[src/rtl/qspd_pkg.sv]
// ----------------------------------------------------------------------------
// qspd_pkg
// Shared types, character codes and the escape digit function for the
// query-string pair decoder.
// ----------------------------------------------------------------------------
package qspd_pkg;

   localparam logic [7:0] CHAR_AMP      = 8'h26;
   localparam logic [7:0] CHAR_PLUS     = 8'h2b;
   localparam logic [7:0] CHAR_PERCENT  = 8'h25;
   localparam logic [7:0] CHAR_EQUALS   = 8'h3d;
   localparam logic [7:0] CHAR_SPACE    = 8'h20;
   localparam logic [7:0] CHAR_ZERO     = 8'h30;
   localparam logic [7:0] ALPHA_LOW     = 8'h41;
   localparam logic [7:0] ALPHA_HIGH    = 8'h7f;
   localparam logic [7:0] CASE_MASK     = 8'hdf;
   localparam logic [7:0] ALPHA_OFFSET  = 8'd10;

   typedef enum logic [1:0] {
      KIND_NAME  = 2'd0,
      KIND_VALUE = 2'd1,
      KIND_END   = 2'd2
   } kind_type;

   typedef enum logic [1:0] {
      PHASE_NONE   = 2'd0,
      PHASE_FIRST  = 2'd1,
      PHASE_SECOND = 2'd2
   } phase_type;

   typedef struct packed {
      phase_type  escape_phase;
      logic [7:0] escape_high;
      logic       in_value_part;
      logic       pair_dead;
   } pair_state_type;

   typedef struct packed {
      logic [7:0] out_byte;
      kind_type   out_kind;
      logic       out_last;
   } rsp_item_type;

   typedef struct packed {
      logic [2:0] count;
      logic       room;
   } queue_status_type;

   // 8-bit wrapping digit value, accepts any byte
   function automatic logic [7:0] digit_value(input logic [7:0] u);
      logic [7:0] d;
      if (u >= ALPHA_LOW && u <= ALPHA_HIGH) begin
         d = (u & CASE_MASK) - ALPHA_LOW + ALPHA_OFFSET;
      end else begin
         d = u - CHAR_ZERO;
      end
      return d;
   endfunction

endpackage

[src/rtl/query_string_pair_decoder_top.sv]
// ----------------------------------------------------------------------------
// query_string_pair_decoder_top
// Decodes query-string bytes into name bytes, value bytes and pair markers.
//
// channel  dir  handshake              payload
// req      in   req_valid/req_ready    req_in_byte, req_in_last
// rsp      out  rsp_valid/rsp_ready    rsp_out_byte, rsp_out_kind, rsp_out_last
//
// one item per cycle on req while the queue has room; an item yields zero, one or two rsp items
// path: input register, then decode into the four-entry result queue
// decode runs when the queue holds two or fewer items; rsp drains one per cycle while rsp_ready is high
// the sustained rate of items giving two results is set by the rsp port
// synchronous reset clears the pair state, the input valid flag and the queue
// ----------------------------------------------------------------------------
module query_string_pair_decoder_top #(
   parameter int MAX_PAIR_RAW = 256
) (
   input  logic       clock,
   input  logic       reset,
   input  logic       req_valid,
   output logic       req_ready,
   input  logic [7:0] req_in_byte,
   input  logic       req_in_last,
   output logic       rsp_valid,
   input  logic       rsp_ready,
   output logic [7:0] rsp_out_byte,
   output logic [1:0] rsp_out_kind,
   output logic       rsp_out_last
);
   import qspd_pkg::*;

   localparam int RCW = $clog2(MAX_PAIR_RAW + 1);

   logic             in_valid_ff, in_valid_in;
   logic [7:0]       in_byte_ff;
   logic             in_last_ff;
   pair_state_type   st_ff, st_in;
   logic [RCW-1:0]   raw_count_ff, raw_count_in;
   logic [1:0]       step_push;
   logic [1:0]       push_count;
   rsp_item_type     item0, item1, out_item;
   queue_status_type status;
   logic             fire;
   logic             req_fire;

   assign fire      = in_valid_ff && status.room;
   assign req_ready = !in_valid_ff || status.room;
   assign req_fire  = req_valid && req_ready;
   assign in_valid_in = req_fire || (in_valid_ff && !status.room);
   assign push_count  = fire ? step_push : 2'd0;

   always_ff @(posedge clock) begin
      if (reset) begin
         in_valid_ff  <= 1'b0;
         st_ff        <= '0;
         raw_count_ff <= '0;
      end else begin
         in_valid_ff <= in_valid_in;
         if (fire) begin
            st_ff        <= st_in;
            raw_count_ff <= raw_count_in;
         end
      end
   end

   always_ff @(posedge clock) begin
      if (req_fire) begin
         in_byte_ff <= req_in_byte;
         in_last_ff <= req_in_last;
      end
   end

   qspd_step #(
      .MAX_PAIR_RAW (MAX_PAIR_RAW),
      .RCW          (RCW)
   ) u_step (
      .in_byte        (in_byte_ff),
      .in_last        (in_last_ff),
      .st             (st_ff),
      .raw_count      (raw_count_ff),
      .st_next        (st_in),
      .raw_count_next (raw_count_in),
      .push_count     (step_push),
      .item0          (item0),
      .item1          (item1)
   );

   qspd_queue u_queue (
      .clock      (clock),
      .reset      (reset),
      .push_count (push_count),
      .item0      (item0),
      .item1      (item1),
      .pop        (rsp_valid && rsp_ready),
      .out_valid  (rsp_valid),
      .out_item   (out_item),
      .status     (status)
   );

   assign rsp_out_byte = out_item.out_byte;
   assign rsp_out_kind = out_item.out_kind;
   assign rsp_out_last = out_item.out_last;

   a_queue_bound: assert property (@(posedge clock) disable iff (reset)
      status.count <= 3'd4)
      else $error("result queue overflow");

   a_marker_zero: assert property (@(posedge clock) disable iff (reset)
      (rsp_valid && rsp_out_kind == KIND_END) |-> (rsp_out_byte == 8'd0 && rsp_out_last))
      else $error("end marker with nonzero byte");

   a_no_bad_kind: assert property (@(posedge clock) disable iff (reset)
      rsp_valid |-> (rsp_out_kind == KIND_NAME || rsp_out_kind == KIND_VALUE ||
                     rsp_out_kind == KIND_END))
      else $error("undefined result kind");

   a_pair_clear: assert property (@(posedge clock) disable iff (reset)
      (fire && (in_last_ff || in_byte_ff == CHAR_AMP)) |=>
         (raw_count_ff == '0 && st_ff == '0))
      else $error("pair state not cleared at pair end");

   a_dead_quiet: assert property (@(posedge clock) disable iff (reset)
      (fire && st_ff.pair_dead && !in_last_ff && in_byte_ff != CHAR_AMP) |->
         push_count == 2'd0)
      else $error("dead pair produced a result");

endmodule

[src/rtl/qspd_step.sv]
// ----------------------------------------------------------------------------
// qspd_step
// Per-byte decode: next pair state and up to two result items.
// ----------------------------------------------------------------------------
module qspd_step #(
   parameter int MAX_PAIR_RAW = 256,
   parameter int RCW          = 9
) (
   input  logic [7:0]              in_byte,
   input  logic                    in_last,
   input  qspd_pkg::pair_state_type st,
   input  logic [RCW-1:0]          raw_count,
   output qspd_pkg::pair_state_type st_next,
   output logic [RCW-1:0]          raw_count_next,
   output logic [1:0]              push_count,
   output qspd_pkg::rsp_item_type  item0,
   output qspd_pkg::rsp_item_type  item1
);
   import qspd_pkg::*;

   logic       is_amp;
   logic [7:0] c;
   logic [7:0] dig;
   logic [7:0] v;
   logic       have;
   logic       emit;
   kind_type   kind;
   rsp_item_type marker;

   assign marker = '{out_byte: 8'd0, out_kind: KIND_END, out_last: 1'b1};

   always_comb begin
      st_next        = st;
      raw_count_next = raw_count;
      is_amp         = (in_byte == CHAR_AMP);
      c              = (in_byte == CHAR_PLUS) ? CHAR_SPACE : in_byte;
      dig            = digit_value(c);
      v              = 8'd0;
      have           = 1'b0;
      emit           = 1'b0;
      kind           = KIND_NAME;
      if (is_amp) begin
         st_next        = '0;
         raw_count_next = '0;
      end else begin
         if (!st.pair_dead) begin
            if (raw_count >= RCW'(MAX_PAIR_RAW)) begin
               if (st.escape_phase != PHASE_NONE) begin
                  st_next.pair_dead    = 1'b1;
                  st_next.escape_phase = PHASE_NONE;
               end
            end else begin
               raw_count_next = raw_count + RCW'(1);
               if (c == 8'd0) begin
                  st_next.pair_dead    = 1'b1;
                  st_next.escape_phase = PHASE_NONE;
               end else begin
                  case (st.escape_phase)
                     PHASE_NONE: begin
                        if (c == CHAR_PERCENT) begin
                           st_next.escape_phase = PHASE_FIRST;
                        end else begin
                           v    = c;
                           have = 1'b1;
                        end
                     end
                     PHASE_FIRST: begin
                        st_next.escape_high  = {dig[3:0], 4'b0000};
                        st_next.escape_phase = PHASE_SECOND;
                     end
                     PHASE_SECOND: begin
                        v                    = st.escape_high + dig;
                        st_next.escape_phase = PHASE_NONE;
                        have                 = 1'b1;
                     end
                     default: begin
                        st_next.escape_phase = PHASE_NONE;
                     end
                  endcase
               end
               if (have) begin
                  if (v == 8'd0) begin
                     st_next.pair_dead = 1'b1;
                  end else if (!st.in_value_part && v == CHAR_EQUALS) begin
                     st_next.in_value_part = 1'b1;
                  end else begin
                     emit = 1'b1;
                     kind = st.in_value_part ? KIND_VALUE : KIND_NAME;
                  end
               end
            end
         end
         if (in_last) begin
            st_next        = '0;
            raw_count_next = '0;
         end
      end
   end

   always_comb begin
      item1 = marker;
      if (is_amp) begin
         item0      = marker;
         push_count = 2'd1;
      end else if (emit) begin
         item0      = '{out_byte: v, out_kind: kind, out_last: !in_last};
         push_count = in_last ? 2'd2 : 2'd1;
      end else begin
         item0      = marker;
         push_count = in_last ? 2'd1 : 2'd0;
      end
   end

endmodule

[src/rtl/qspd_queue.sv]
// ----------------------------------------------------------------------------
// qspd_queue
// Four-entry result queue taking up to two items per cycle.
// ----------------------------------------------------------------------------
module qspd_queue (
   input  logic                     clock,
   input  logic                     reset,
   input  logic [1:0]               push_count,
   input  qspd_pkg::rsp_item_type   item0,
   input  qspd_pkg::rsp_item_type   item1,
   input  logic                     pop,
   output logic                     out_valid,
   output qspd_pkg::rsp_item_type   out_item,
   output qspd_pkg::queue_status_type status
);
   import qspd_pkg::*;

   rsp_item_type mem_ff [4];
   logic [1:0] wr_ptr_ff, wr_ptr_in;
   logic [1:0] rd_ptr_ff, rd_ptr_in;
   logic [2:0] count_ff, count_in;
   logic [1:0] wr_ptr_plus;

   assign wr_ptr_plus = wr_ptr_ff + 2'd1;
   assign wr_ptr_in   = wr_ptr_ff + push_count;
   assign rd_ptr_in   = rd_ptr_ff + {1'b0, pop};
   assign count_in    = count_ff + {1'b0, push_count} - {2'b00, pop};

   always_ff @(posedge clock) begin
      if (reset) begin
         wr_ptr_ff <= '0;
         rd_ptr_ff <= '0;
         count_ff  <= '0;
      end else begin
         wr_ptr_ff <= wr_ptr_in;
         rd_ptr_ff <= rd_ptr_in;
         count_ff  <= count_in;
      end
   end

   always_ff @(posedge clock) begin
      if (push_count != 2'd0) begin
         mem_ff[wr_ptr_ff] <= item0;
      end
      if (push_count == 2'd2) begin
         mem_ff[wr_ptr_plus] <= item1;
      end
   end

   assign out_valid    = (count_ff != 3'd0);
   assign out_item     = mem_ff[rd_ptr_ff];
   assign status.count = count_ff;
   assign status.room  = (count_ff <= 3'd2);

endmodule
[config.mk]
export PLATFORM = sky130hd
export DESIGN_NAME = query_string_pair_decoder_top
export DESIGN_NICKNAME = d
export VERILOG_FILES = /design/src/rtl/qspd_pkg.sv /design/src/rtl/query_string_pair_decoder_top.sv /design/src/rtl/qspd_step.sv /design/src/rtl/qspd_queue.sv
export SDC_FILE = /design/constraint.sdc
export NUM_CORES = 1
export LEC_CHECK = 0
export BUFFER_PORTS_ARGS = -buffer_cell sky130_fd_sc_hd__buf_2
export CORE_MARGIN = 3
export CORE_UTILIZATION = 60
export DETAILED_ROUTE_END_ITERATION = 8
export PLACE_DENSITY = 0.78
export SLEW_MARGIN = 20
export SYNTH_ARGS = -nofsm -noshare
export SYNTH_HDL_FRONTEND = slang
export SYNTH_SLANG_ARGS = --single-unit
[constraint.sdc]
create_clock -name clock -period 8.7 [get_ports clock]
set_input_delay 0.87 -clock clock [delete_from_list [all_inputs] [get_ports clock]]
set_output_delay 0.87 -clock clock [all_outputs]
set_load 0.02 [all_outputs]
# After elaboration in Yosys (flattened, before gate mapping)
# Memory sizes are Yosys's and may differ from the RTL's. A register that Yosys moved wholly into a read port is not among the register bits.
# Index checks and enable logic that the tools add are counted.
[word_totals]
inputBits = 13
reg_bits = 38
out_inout_bits = 13
ramBits = 44
memories = 1
word_cells = 126
[op_classes]
n_eq_ne = 13
n_addsub = 10
reduce_logical = 25
muxes = 62
magnitude_cmp = 4
[mem_list]
columns = ["name", "depth", "word_bits", "rd", "rd_ports_with_merged_regs", "write_ports", "line", "source"]
rows = [
  ["u_queue.mem_ff", 4, 11, 1, 1, 2, "qspd_queue.sv:18", "rsp_item_type mem_ff [4];"],
]
[ops]
columns = ["op", "n"]
rows = [
  ["8-bit two-way mux", 11],
  ["9-bit two-way mux", 5],
  ["12-bit two-way mux", 3],
  ["8-bit by 6-bit == test with 1-bit output, second input constant", 4],
  ["2-bit two-way mux", 15],
  ["1-bit two-way mux", 23],
  ["11-bit two-way mux", 2],
  ["8-bit logical NOT", 2],
  ["8-bit one-hot mux with 2 select lines", 1],
  ["3-bit by 2-bit inequality test with 1-bit output, second input constant", 4],
  ["3-bit nonzero test", 4],
  ["9-bit by 1-bit adder with 9-bit output, second input constant", 1],
  ["9-bit >= comparator, second input constant", 1],
  ["8-bit by 4-bit adder with 8-bit output, second input constant", 1],
  ["8-bit adder", 1],
  ["8-bit by 7-bit >= comparator with 1-bit output, second input constant", 1],
  ["8-bit by 7-bit less-or-equal comparator with 1-bit output, second input constant", 1],
  ["8-bit by 6-bit subtractor with 8-bit output, second input constant", 1],
  ["8-bit by 7-bit subtractor with 8-bit output, second input constant", 1],
  ["1-bit logical AND", 6],
  ["6-bit by 2-bit inequality test with 1-bit output, second input constant", 1],
  ["6-bit AND reduction", 1],
  ["5-bit AND reduction", 1],
  ["2-bit == test, second input constant", 2],
  ["16 further kinds", 21],
]

# Logic depth before layout (Yosys ltp)
# Gate-level depths: netlist of the first run.
[depth]
ltp_word = 25
mapped_depth = 27
ltp_nobuf = 26

# Hierarchy
# From an unflattened synthesis of the first run, not the netlist that was laid out.
[hier_totals]
hier_cells = 496
hier_area_um2 = 5649.2
[by_module_without_submodules]
columns = ["mod", "cells_each", "instances", "area_each_um2", "seq_area_each_um2"]
rows = [
  ["qspd_queue", 148, 1, 2645.0, 1461.4],
  ["qspd_step", 235, 1, 1670.4, 0.0],
  ["query_string_pair_decoder_top", 113, 1, 1333.8, 710.7],
]

# Least setup slack after synthesis of the first run
# No wires, ideal clock.
[synth_path]
kind = "register -> register"
start = "reg in_byte_ff[4]"
end = "reg u_queue.count_ff[2]"
path_buffers = 0
setup_slack_ns = 3.743
synth_period_minus_slack_ns = 4.957
setup_time_ns = 0.128
required_ns = 8.572
stages_incl_launch_ff = 24
arrival_ns = 4.829
cell_sequence = "edfxtp_1 -> inv_1 -> ha_1 -> nor2b_1 -> a2111o_1 -> nor3_2 -> a21oi_1 -> a21oi_1 -> ha_1 -> inv_1 -> a211oi_1 -> mux2_2 -> nor2_1 -> nand4b_1 -> a21oi_2 -> nor2b_1 -> ha_1 -> nor2b_1 -> nand2_1 -> ha_1 -> fa_1 -> xnor2_1 -> xnor2_1 -> nor2_1"
[synth_via]
elab_chain_cells = 24
word_cells_on_any_way = 39
classes_between = "add/sub: 6; order compare: 2; eq/ne: 4; mux: 23; reduce/logical: 4"
[synth_rtl]
columns = ["item", "line", "source"]
rows = [
  ["start, declared", "query_string_pair_decoder_top.sv:35", "logic [7:0] in_byte_ff;"],
  ["start signal, assigned", "query_string_pair_decoder_top.sv:68", "in_byte_ff <= req_in_byte;"],
  ["8-bit by 6-bit == test with 1-bit output", "qspd_step.sv:36", "c = (in_byte == CHAR_PLUS) ? CHAR_SPACE : in_byte;"],
  ["8-bit two-way mux", "qspd_step.sv:36", ""],
  ["8-bit by 7-bit subtractor with 8-bit output, or another cell as far along", "qspd_pkg.sv:53", "d = (u & CASE_MASK) - ALPHA_LOW + ALPHA_OFFSET;"],
  ["8-bit by 4-bit adder with 8-bit output or 1-bit logical AND (tied branches)", "qspd_pkg.sv:53, qspd_pkg.sv:52", ""],
  ["8-bit two-way mux", "qspd_pkg.sv:52", "if (u >= ALPHA_LOW && u <= ALPHA_HIGH) begin"],
  ["8-bit adder", "qspd_step.sv:72", "v = st.escape_high + dig;"],
  ["8-bit one-hot mux with 2 select lines", "qspd_step.sv:58", "case (st.escape_phase)"],
  ["8-bit two-way mux", "qspd_step.sv:54", "if (c == 8'd0) begin"],
  ["[... 8 more ...]", "-", ""],
  ["1-bit two-way mux", "qspd_step.sv:47", "if (raw_count >= RCW'(MAX_PAIR_RAW)) begin"],
  ["1-bit two-way mux", "qspd_step.sv:46", "if (!st.pair_dead) begin"],
  ["1-bit two-way mux", "qspd_step.sv:42", "if (is_amp) begin"],
  ["2-bit two-way mux", "qspd_step.sv:105", "end else if (emit) begin"],
  ["2-bit two-way mux (*)", "qspd_step.sv:102", "if (is_amp) begin"],
  ["2-bit two-way mux (*)", "query_string_pair_decoder_top.sv:50", "assign push_count = fire ? step_push : 2'd0;"],
  ["3-bit by 2-bit adder with 3-bit output (*)", "qspd_queue.sv:27", "assign count_in = count_ff + {1'b0, push_count} - {2'b00, pop};"],
  ["3-bit by 1-bit subtractor with 3-bit output (*)", "qspd_queue.sv:27", ""],
  ["end signal, assigned", "qspd_queue.sv:37", "count_ff <= count_in;"],
  ["end, declared", "qspd_queue.sv:21", "logic [2:0] count_ff, count_in;"],
]
# Mark *: on every way between the ends. The rest lies on a longest branch, timed or not. The select of a mux whose other input is x is not followed.
# A chain may end at the register's enable or synchronous reset.

==> results of run 1 <==
## kinds of logic (layout without fill, tap and decap cells)
kind of cell | Yosys count | after routing | share of synthesized area
buf+inv | 40 | 64 | 0.0363
xor+xnor | 19 | 19 | 0.0390
mux | 15 | 15 | 0.0677
other cells | 1 | 1 | 0.000878
fa+ha+maj | 24 | 24 | 0.0721
compound gates | 111 | 111 | 0.187
simple gates | 177 | 177 | 0.210
flops | 78 | 78 | 0.387
## power by group
group          internal (mW)  switching [mW]
registers              0.449          0.0712
clock network          0.186           0.130
logic                  0.177           0.197
total                  0.812           0.398
## layout make-up
type | count | area [sq um]
inverters | 24 | 90.1
flip-flops and latches | 78 | 1650
multi-input cells | 347 | 2470
fillers | 550 | 2140
clock inverters | 4 | 75.1
well taps | 96 | 120
repair buffers | 25 | 125
clock buffers | 11 | 163
## registers in the layout, indices dropped and copies added, names as in the netlist
| register | flops |
|---|---|
| st_ff | 8 |
| u_queue.mem_ff | 44 |
| u_queue.wr_ptr_ff | 2 |
| in_valid_ff | 1 |
| in_last_ff | 1 |
| u_queue.rd_ptr_ff | 2 |
| raw_count_ff | 9 |
| u_queue.count_ff | 3 |
| in_byte_ff | 8 |
## cell usage in the layout, fill, tap and decap left out, types with 10 or more instances in the layout
cell,count
sky130_fd_sc_hd__nand2_1,60
sky130_fd_sc_hd__clkbuf_8,10
sky130_fd_sc_hd__nand3_1,12
sky130_fd_sc_hd__nor2_1,35
sky130_fd_sc_hd__o21ai_0,27
sky130_fd_sc_hd__xnor2_1,13
sky130_fd_sc_hd__dfxtp_1,69
sky130_fd_sc_hd__buf_2,25
sky130_fd_sc_hd__a22o_1,13
sky130_fd_sc_hd__o31ai_1,10
sky130_fd_sc_hd__mux4_2,11
sky130_fd_sc_hd__nor2b_1,11
sky130_fd_sc_hd__ha_1,23
sky130_fd_sc_hd__inv_1,24
sky130_fd_sc_hd__a21oi_1,16
## worst max-delay path, stage by stage (launching register included)
cell and delay (ps):
sky130_fd_sc_hd__edfxtp_1 500, sky130_fd_sc_hd__inv_1 170, sky130_fd_sc_hd__ha_1 250, sky130_fd_sc_hd__a21boi_1 130, sky130_fd_sc_hd__a2111o_1 480, sky130_fd_sc_hd__nor3_2 500
sky130_fd_sc_hd__a21oi_1 140, sky130_fd_sc_hd__a21oi_1 270, sky130_fd_sc_hd__ha_1 300, sky130_fd_sc_hd__inv_1 90, sky130_fd_sc_hd__a211oi_1 60, sky130_fd_sc_hd__mux2_2 310
sky130_fd_sc_hd__nor2_1 400, sky130_fd_sc_hd__nand4bb_1 270, sky130_fd_sc_hd__a21oi_4 620, sky130_fd_sc_hd__nor2b_1 120, sky130_fd_sc_hd__ha_1 350, sky130_fd_sc_hd__nor3_1 360
sky130_fd_sc_hd__nor4_1 190, sky130_fd_sc_hd__a21oi_1 750, sky130_fd_sc_hd__a22oi_1 160
## routing by layer
| metal | routed length, um | GRT usage |
|---|---|---|
| met5 | 0 | 0 |
| met4 | 238 | 0.0982 |
| met3 | 664 | 0.0500 |
| met2 | 4750 | 0.403 |
| met1 | 4520 | 0.340 |
## path summary, 6_finish.rpt
kind                                           from  cells past startpoint                           endpoint  slack (ps)
setup / recovery            in_byte_ff[7]$_DFFE_PP_                     20  u_queue.mem_ff[0][0]$_SDFFE_PP1P_        2110
hold reg to reg   u_queue.mem_ff[3][2]$_SDFFE_PP1P_                      2  u_queue.mem_ff[3][2]$_SDFFE_PP1P_         450
setup reg to reg            in_byte_ff[7]$_DFFE_PP_                     20  u_queue.mem_ff[0][0]$_SDFFE_PP1P_        2110
hold / removal    u_queue.mem_ff[3][2]$_SDFFE_PP1P_                      2  u_queue.mem_ff[3][2]$_SDFFE_PP1P_         450
## through the flow
stage	instance area (sq um)	worst slack (ps)	hold WS [ps]	utilization
floorplan	4270	3740	420	-
global placement	4450	2210	429	0.651
detailed placement	4450	2010	438	0.651
CTS	4690	1960	456	0.686
global route	4690	1530	484	0.687
finish	4690	2110	454	0.687
==> run_results.csv, run 1 <==
group,metric,value,unit
logic_synthesis,synth_ff_type,"sky130_fd_sc_hd__dfxtp_1",
critical_path,crit_path_end_kind,"register",
cts,clock_tree.root_cell,"sky130_fd_sc_hd__clkbuf_8",
logic_synthesis,yosys_warning_total,0,
logic_synthesis,combined_area_of_all_synthesized_cells,0.00427,sq mm
logic_synthesis,synth_top_area_frac,0.324,
sta,tightestPinTransition,926,ps
sta,setup_violations,0,
sta,final.period_utilization,0.757,
logic_synthesis,post_synth.cell_area_avg,9.18,sq um
floorplan,start_util,0.625,
floorplan,dieWidth,90.4,um
cts,post_cts.repair.setup_buffers,0,
global_route,grt_pass1_vias,3453,
place,placed_cells_incl_taps,570,
sta,setup_total_negative_slack,0,ps
detailed_routing,final_antenna_net_count,0,
cells_and_area,finish.cell_count_without_fillers,585,
detailed_routing,route.detailed.wl_per_inst,17.4,um
detailed_routing,detail_route.iter0.violations,261,
sta,rsz0062_at_grt,"false",
power,ir_worst_vdd,0.157,mV
detailed_routing,firstDrtPassIters,5,
logic_synthesis,mappedNetlistNets,502,
cts,htree_levels,3,
logic_synthesis,post_synth_top_area_cell,"sky130_fd_sc_hd__dfxtp_1",
cts,cts_tree,"yes",
floorplan,fp.dieArea,0.00816,sq mm
power,power.total,1.21,mW
cts,clk_path_buf_depth,2,
critical_path,critPathArrivalTime,6760,ps
cts,post_cts.resized_instances,0,
critical_path,worstSetupStartpointType,"register",
power,power.leakage,1.88,nW
place,gpl.final_weighted_congestion,0.991,
logic_synthesis,ys_types,62,
logic_synthesis,synth_seq_cells,78,
logic_synthesis,ys_seq_area_frac,0.387,
place,placement.io_buffers,25,
cells_and_area,diodes,0,
detailed_routing,remaining_drc_errors,0,
power,power-per-cell-area,258,mW/mm^2
sta,final-hold-violation-count,0,
floorplan,pin_count,26,
global_route,initial_antenna_violation_count,0,
job,maxCapViolCount,0,
global_route,grt.overflow.total,0,
cells_and_area,final_nets,522,
place,place.detailed.hpwl,7450,um
sta,max_freq,0.152,GHz
cts,numCtsBuffers,9,
detailed_routing,viasPerCell,6.15,
detailed_routing,num_vias,3599,
cells_and_area,area_delta_synth_final,9.96,%
floorplan,fp-row-count,30,
cts,hold_buffers,0,
floorplan,floorplan.die.height,90.4,um
cts,clock_latency,350,ps
critical_path,cp_max_fo,26,
global_route,grtUsageTotal,0.253,
floorplan,core_area,0.00683,sq mm
critical_path,criticalPathCategory,"reg2reg",
logic_synthesis,postSynth.asyncResetShare,0,
critical_path,cp.required,8880,ps
global_route,grt_start_max_net_pins,27,
sta,clock-skew-final,8.65,ps
sta,max_slew_margin_vs_limit,0.383,
global_route,global_route_wire_length_before_repair,16800,um
sta,finalWorstPathRequiredPeriod,6590,ps
logic_synthesis,synth-edff-count,9,
worst_hold_path,worstHoldPathType,"reg2reg",
detailed_routing,wl,10200,um
cts,clock_sinks,78,
run_status,outcome,"finished, final reports clean",
cells_and_area,post_route_cells_drive_above_1_share,0.131,
logic_synthesis,synth.area.top_cells,"sky130_fd_sc_hd__dfxtp_1 32%, sky130_fd_sc_hd__ha_1 6.7%, sky130_fd_sc_hd__edfxtp_1 6.3%",
sta,slew_violations,0,
cts,cts.reportedPaths.clkPinSlew,80,ps
logic_synthesis,synthesis.instances,465,
logic_synthesis,synth_top_cells_by_count,"69 x sky130_fd_sc_hd__dfxtp_1, 60 x sky130_fd_sc_hd__nand2_1, 35 x sky130_fd_sc_hd__nor2_1",
logic_synthesis,yosysMostFrequentCell,"sky130_fd_sc_hd__dfxtp_1",
(Power assumes the default switching activity.)
==> run 2, diff against run 1 <==
- clock period: 8.7 -> 6.58 ns (I/O delays scaled with it)
==> run 2 against run 1 <==
Effect of this change:
- utilization fell by 0.13 points
- non-clock buffer count rose by 4
- combinational power rose by 33%
- clock power rose by 16%
- die area did not move
- worst setup slack got worse by 1100 ps
- clock-buffer cell count fell by 1
- critical endpoint is now u_queue.mem_ff[0][7]$_SDFFE_PP0P_
==> run_results.csv, run 2 (synthesized netlist as in run 1, its figures left out) <==
group,metric,value,unit
place,detailedPlace.worstSlack,1070,ps
critical_path,criticalPathCategory,"reg2reg",
sta,max_slew_margin_vs_limit,0.362,
global_route,grtUsageTotal,0.260,
floorplan,floorplan.die.height,90.4,um
sta,final-hold-violation-count,0,
critical_path,timing.critical_path.slowest_stage_cell,"sky130_fd_sc_hd__nor4_1",
cts,hold_buffers,0,
detailed_routing,remaining_drc_errors,0,
critical_path,reg2reg_from,"in_byte_ff[4]$_DFFE_PP_",
detailed_routing,viasPerCell,6.13,
critical_path,crit_path_cell_trace,"inv_1 -> ha_1 -> and4b_1 -> a22oi_1 -> nand2_1 -> o21ai_0 -> ha_1 -> a21o_1 -> a21oi_1 -> xnor2_1 -> nand3_1 -> a31oi_1 -> nand2_1 -> a21oi_2 -> nor2b_1 -> ha_1 -> nor3_1 -> nor4_1 -> nand2_1 -> o31ai_1",
sta,post_layout_worst_setup_margin,965,ps
sta,setup_total_negative_slack,0,ps
power,p_int,1.02,mW
cts,clk_path_buf_depth,2,
detailed_routing,final_antenna_net_count,0,
cts,cts.reportedPaths.clkPinSlew,90,ps
place,placed_cells_incl_taps,574,
cells_and_area,area_delta_synth_final,9.76,%
sta,slew_violations,0,
sta,tightestPinTransition,949,ps
cells_and_area,post_route_cells_drive_above_1_share,0.140,
sta,setup_violations,0,
sta,final.period_utilization,0.853,
cells_and_area,largest_register,"u_queue.mem_ff",
job,maxCapViolCount,0,
cts,clock_latency,350,ps
cells_and_area,final_nets,526,
critical_path,critPathArrivalTime,5870,ps
detailed_routing,detail_route.iter0.violations,264,
cells_and_area,finish.cell_count_without_fillers,590,
cts,numCtsBuffers,9,
cells_and_area,layout_top_registers,"u_queue.mem_ff x44, raw_count_ff x9",
critical_path,cp.required,6830,ps
critical_path,cp-startpoint,"in_byte_ff[4]$_DFFE_PP_",
cells_and_area,largest_register_ffs,44,
power,pwr-share-seq,0.441,
power,power-per-cell-area,331,mW/mm^2
floorplan,pin_count,26,
global_route,grt_start_max_net_pins,26,
cts,htree_levels,3,
cells_and_area,most-common-layout-cells,"69 x sky130_fd_sc_hd__dfxtp_1, 60 x sky130_fd_sc_hd__nand2_1, 35 x sky130_fd_sc_hd__nor2_1, 27 x sky130_fd_sc_hd__o21ai_0, 25 x sky130_fd_sc_hd__buf_2",
cells_and_area,diodes,0,
floorplan,fp-row-count,30,
cts,post_cts.repair.setup_buffers,0,
power,share_clk_of_total_power,0.237,
detailed_routing,route.detailed.wl_per_inst,17.1,um
floorplan,core_area,0.00683,sq mm
floorplan,dieWidth,90.4,um
global_route,global_route_wire_length_before_repair,17400,um
floorplan,start_util,0.625,
detailed_routing,num_vias,3616,
worst_hold_path,worstHoldPathType,"reg2reg",
place,placement.io_buffers,25,
critical_path,worstSetupStartpointType,"register",
global_route,initial_antenna_violation_count,0,
cells_and_area,layout_commonest_cell,"sky130_fd_sc_hd__dfxtp_1",
sta,rsz0062_at_grt,"false",
place,place.detailed.hpwl,7570,um
critical_path,worst_path_largest_cell_delay,740,ps
global_route,grt_pass1_vias,3597,
critical_path,cp_max_fo,6,
sta,max_freq,0.178,GHz
detailed_routing,firstDrtPassIters,5,
power,power.total,1.55,mW
run_status,outcome,"finished, final reports clean",
floorplan,fp.dieArea,0.00816,sq mm
sta,clock-skew-final,13.2,ps
cts,cts_tree,"yes",
critical_path,cp_num_buf_inv,1,
sta,finalWorstPathRequiredPeriod,5610,ps
power,power.switching,534,uW
detailed_routing,wl,10100,um
cts,clock_tree.root_cell,"sky130_fd_sc_hd__clkbuf_8",
power,ir_worst_vdd,0.202,mV
critical_path,crit_path_end_kind,"register",
global_route,grt.overflow.total,0,
power,combinationalPowerShare,0.322,
cts,clock_sinks,78,
worst_hold_path,timing.hold.worst.start,"u_queue.mem_ff[1][6]$_SDFFE_PP0P_",
power,power.share.switching,0.344,
cts,post_cts.resized_instances,0,
power,power.leakage,1.88,nW
critical_path,critical-path-top-delay-family,"simple AND/OR/NAND/NOR gates",
place,gpl.final_weighted_congestion,0.940,
==> run 2: worst paths after layout <==
check	end	slack, ps	depth (start not counted)
hold / removal	u_queue.mem_ff[1][6]$_SDFFE_PP0P_	460	2
setup reg to reg	u_queue.mem_ff[0][7]$_SDFFE_PP0P_	970	20
hold reg to reg	u_queue.mem_ff[1][6]$_SDFFE_PP0P_	460	2
setup / recovery	u_queue.mem_ff[0][7]$_SDFFE_PP0P_	970	20
==> run 2: power groups by stage <==
stage                     registers (mW)  logic (mW)  clock network [mW]
after floorplan                    0.648       0.403                   0
after global placement             0.689       0.488                   0
after detailed placement           0.692       0.498                   0
after CTS                          0.684       0.502               0.373
after global routing               0.699       0.557               0.390
final                              0.684       0.499               0.368
==> run 2: through the flow <==
| stage | area, sq um | hold slack (ps) | utilization |
|---|---|---|---|
| after global routing | 4690 | 473 | 0.686 |
| after CTS | 4690 | 461 | 0.686 |
| final | 4690 | 461 | 0.686 |
| after global placement | 4480 | 428 | 0.656 |
| after floorplan | 4270 | 420 | - |
| after detailed placement | 4480 | 440 | 0.656 |
==> run 2: layer usage <==
layer	wire, um	global-route usage	share of wire
met1	4340	0.332	0.43
met2	4950	0.446	0.49
met3	560	0.0458	0.056
met4	243	0.0842	0.024
met5	0	0	0
==> run 2: cell type report <==
type	count	area, sq um
Inverter	24	90.1
Clock inverter	6	68.8
Multi-Input combinational cell	347	2460
Clock buffer	10	138
Tap cell	96	120
Fill cell	559	2150
Timing Repair Buffer	29	155
Sequential cell	78	1650
==> run 2: worst min-delay path: cells and delay by family, from the launching register on <==
family	cells	cell delay (ps)
simple gates	1	40
flops	1	330
compound gates	1	60
==> run 3, diff against run 2 <==
- CORE_UTILIZATION: 60 -> 35
- PLACE_DENSITY: 0.78 -> 0.5
==> run 3 against run 2 <==
Effect of this change:
- worst setup slack got worse by 290 ps
- total power rose by 9.7%
- clock power rose by 42%
- combinational power fell by 0.8%
==> run_results.csv, run 3 (synthesized netlist as in run 1, its figures left out) <==
group,metric,value,unit
worst_hold_path,timing.hold.worst.start,"u_queue.mem_ff[1][1]$_SDFFE_PP0P_",
sta,slew_violations,0,
cells_and_area,largest_register_ffs,44,
sta,clock-skew-final,8.05,ps
cts,clock_latency,340,ps
critical_path,cp-startpoint,"in_byte_ff[4]$_DFFE_PP_",
floorplan,fp-row-count,39,
global_route,grtUsageTotal,0.179,
cells_and_area,area_delta_synth_final,14.1,%
place,dpl_cell_area,0.00455,sq mm
global_route,grt.overflow.total,0,
place,place.detailed.hpwl,8360,um
critical_path,critPathArrivalTime,6130,ps
sta,tightestPinTransition,1100,ps
global_route,grt_start_max_net_pins,26,
cells_and_area,most-common-layout-cells,"69 x sky130_fd_sc_hd__dfxtp_1, 60 x sky130_fd_sc_hd__nand2_1, 35 x sky130_fd_sc_hd__nor2_1, 27 x sky130_fd_sc_hd__o21ai_0, 25 x sky130_fd_sc_hd__buf_2",
global_route,grt_pass1_vias,3637,
critical_path,critical-path-top-delay-family,"simple AND/OR/NAND/NOR gates",
floorplan,fp.dieArea,0.0136,sq mm
critical_path,crit_path_end_kind,"register",
sta,setup_violations,0,
sta,max_slew_margin_vs_limit,0.260,
cells_and_area,final_nets,527,
cts,htree_levels,3,
run_status,outcome,"finished, final reports clean",
cts,post_cts.resized_instances,0,
floorplan,floorplan.die.height,116,um
place,placement.io_buffers,25,
cells_and_area,post_route_cells_drive_above_1_share,0.139,
power,power.total,1.70,mW
power,power-per-cell-area,349,mW/mm^2
cts,clock_tree.root_cell,"sky130_fd_sc_hd__clkbuf_16",
sta,max_freq,0.169,GHz
detailed_routing,remaining_drc_errors,0,
floorplan,dieWidth,116,um
cells_and_area,layout_top_registers,"u_queue.mem_ff x44, raw_count_ff x9",
global_route,initial_antenna_violation_count,0,
detailed_routing,final_antenna_net_count,0,
sta,final-hold-violation-count,0,
floorplan,start_util,0.366,
detailed_routing,firstDrtPassIters,5,
detailed_routing,viasPerCell,5.58,
floorplan,pin_count,26,
cts,cts.reportedPaths.clkPinSlew,60,ps
critical_path,cp_max_fo,8,
cells_and_area,finish.instance_area,0.00487,sq mm
detailed_routing,wl,11200,um
global_route,global_route_wire_length_before_repair,18700,um
place,gpl.final_weighted_congestion,0.956,
job,maxCapViolCount,0,
detailed_routing,detail_route.iter0.violations,328,
cells_and_area,diodes,0,
critical_path,worst_path_largest_cell_delay,850,ps
sta,hold_slack,449,ps
cts,clock_sinks,78,
critical_path,cp_num_buf_inv,3,
power,power.leakage,1.95,nW
cells_and_area,layout_commonest_cell,"sky130_fd_sc_hd__dfxtp_1",
critical_path,cp.required,6810,ps
critical_path,timing.critical_path.slowest_stage_cell,"sky130_fd_sc_hd__nor4_1",
cts,numCtsBuffers,9,
power,ir_worst_vdd,0.256,mV
cts,post_cts.repair.setup_buffers,0,
cts,hold_buffers,0,
critical_path,reg2reg_from,"in_byte_ff[4]$_DFFE_PP_",
critical_path,criticalPathCategory,"reg2reg",
critical_path,worstSetupStartpointType,"register",
detailed_routing,route.detailed.wl_per_inst,17.6,um
sta,final.period_utilization,0.897,
cts,cts_tree,"yes",
sta,setup_total_negative_slack,0,ps
detailed_routing,num_vias,3557,
cts,clk_path_buf_depth,2,
sta,finalWorstPathRequiredPeriod,5900,ps
critical_path,crit_path_cell_trace,"inv_1 -> ha_1 -> a21boi_1 -> a2111o_1 -> nor3_2 -> a21oi_1 -> a21oi_1 -> ha_1 -> inv_1 -> a211oi_1 -> mux2_2 -> nor2_1 -> nand4bb_1 -> a21oi_2 -> nor2b_1 -> ha_1 -> nor3_1 -> nor4_1 -> a21oi_1 -> buf_4 -> a22o_1",
cells_and_area,n_fill_cell,1150,
floorplan,core_area,0.0117,sq mm
sta,rsz0062_at_grt,"false",
cells_and_area,largest_register,"u_queue.mem_ff",
worst_hold_path,worstHoldPathType,"reg2reg",
## run 3: layer usage
| metal | vias to the layer above | share of wire | global-route usage |
|---|---|---|---|
| met3 | 19 | 0.046 | 0.0420 |
| met4 | 0 | 0.021 | 0.0665 |
| met1 | 1697 | 0.49 | 0.241 |
| met5 | - | 0 | 0 |
| met2 | 94 | 0.44 | 0.280 |
| li1 | 1747 | - | - |
## run 3: final timing paths
path	endpoint	slack, ps	cells after the start
worst max register to register	u_queue.mem_ff[0][9]$_SDFFE_PP0P_	680	21
worst min register to register	u_queue.mem_ff[1][1]$_SDFFE_PP0P_	450	2
worst min-delay path	u_queue.mem_ff[1][1]$_SDFFE_PP0P_	450	2
worst max-delay path	u_queue.mem_ff[0][9]$_SDFFE_PP0P_	680	21
## run 3: report_power, final
part	internal [mW]	switching, mW	total [mW]
registers	0.595	0.0904	0.685
logic	0.236	0.259	0.495
clock network	0.332	0.189	0.521
total	1.16	0.539	1.70
## run 3: per-stage QoR
step,setup WS [ps],utilization,std cells
after floorplan,1620,-,465
after global placement,781,0.390,622
after detailed placement,813,0.390,622
after CTS,782,0.418,638
after global routing,146,0.418,638
final,676,0.418,638
## run 3: worst register-to-register path: cells and delay by family, from the launching register on
family | cells | cell delay [ps]
muxes | 1 | 270
and+or+nand+nor | 6 | 1950
AOI/OAI and AO/OA | 8 | 1680
adders and majority gates | 3 | 880
buffers and inverters | 3 | 530
DFF | 1 | 480
## run 3: area by class of cell
type                            count  area, sq um  share of cell area
Clock buffer                       15          320              0.0658
Clock inverter                      1         5.00             0.00103
Inverter                           24         90.1              0.0185
Multi-Input combinational cell    347         2460               0.506
Sequential cell                    78         1650               0.339
Tap cell                          143          179              0.0367
Timing Repair Buffer               30          163              0.0334
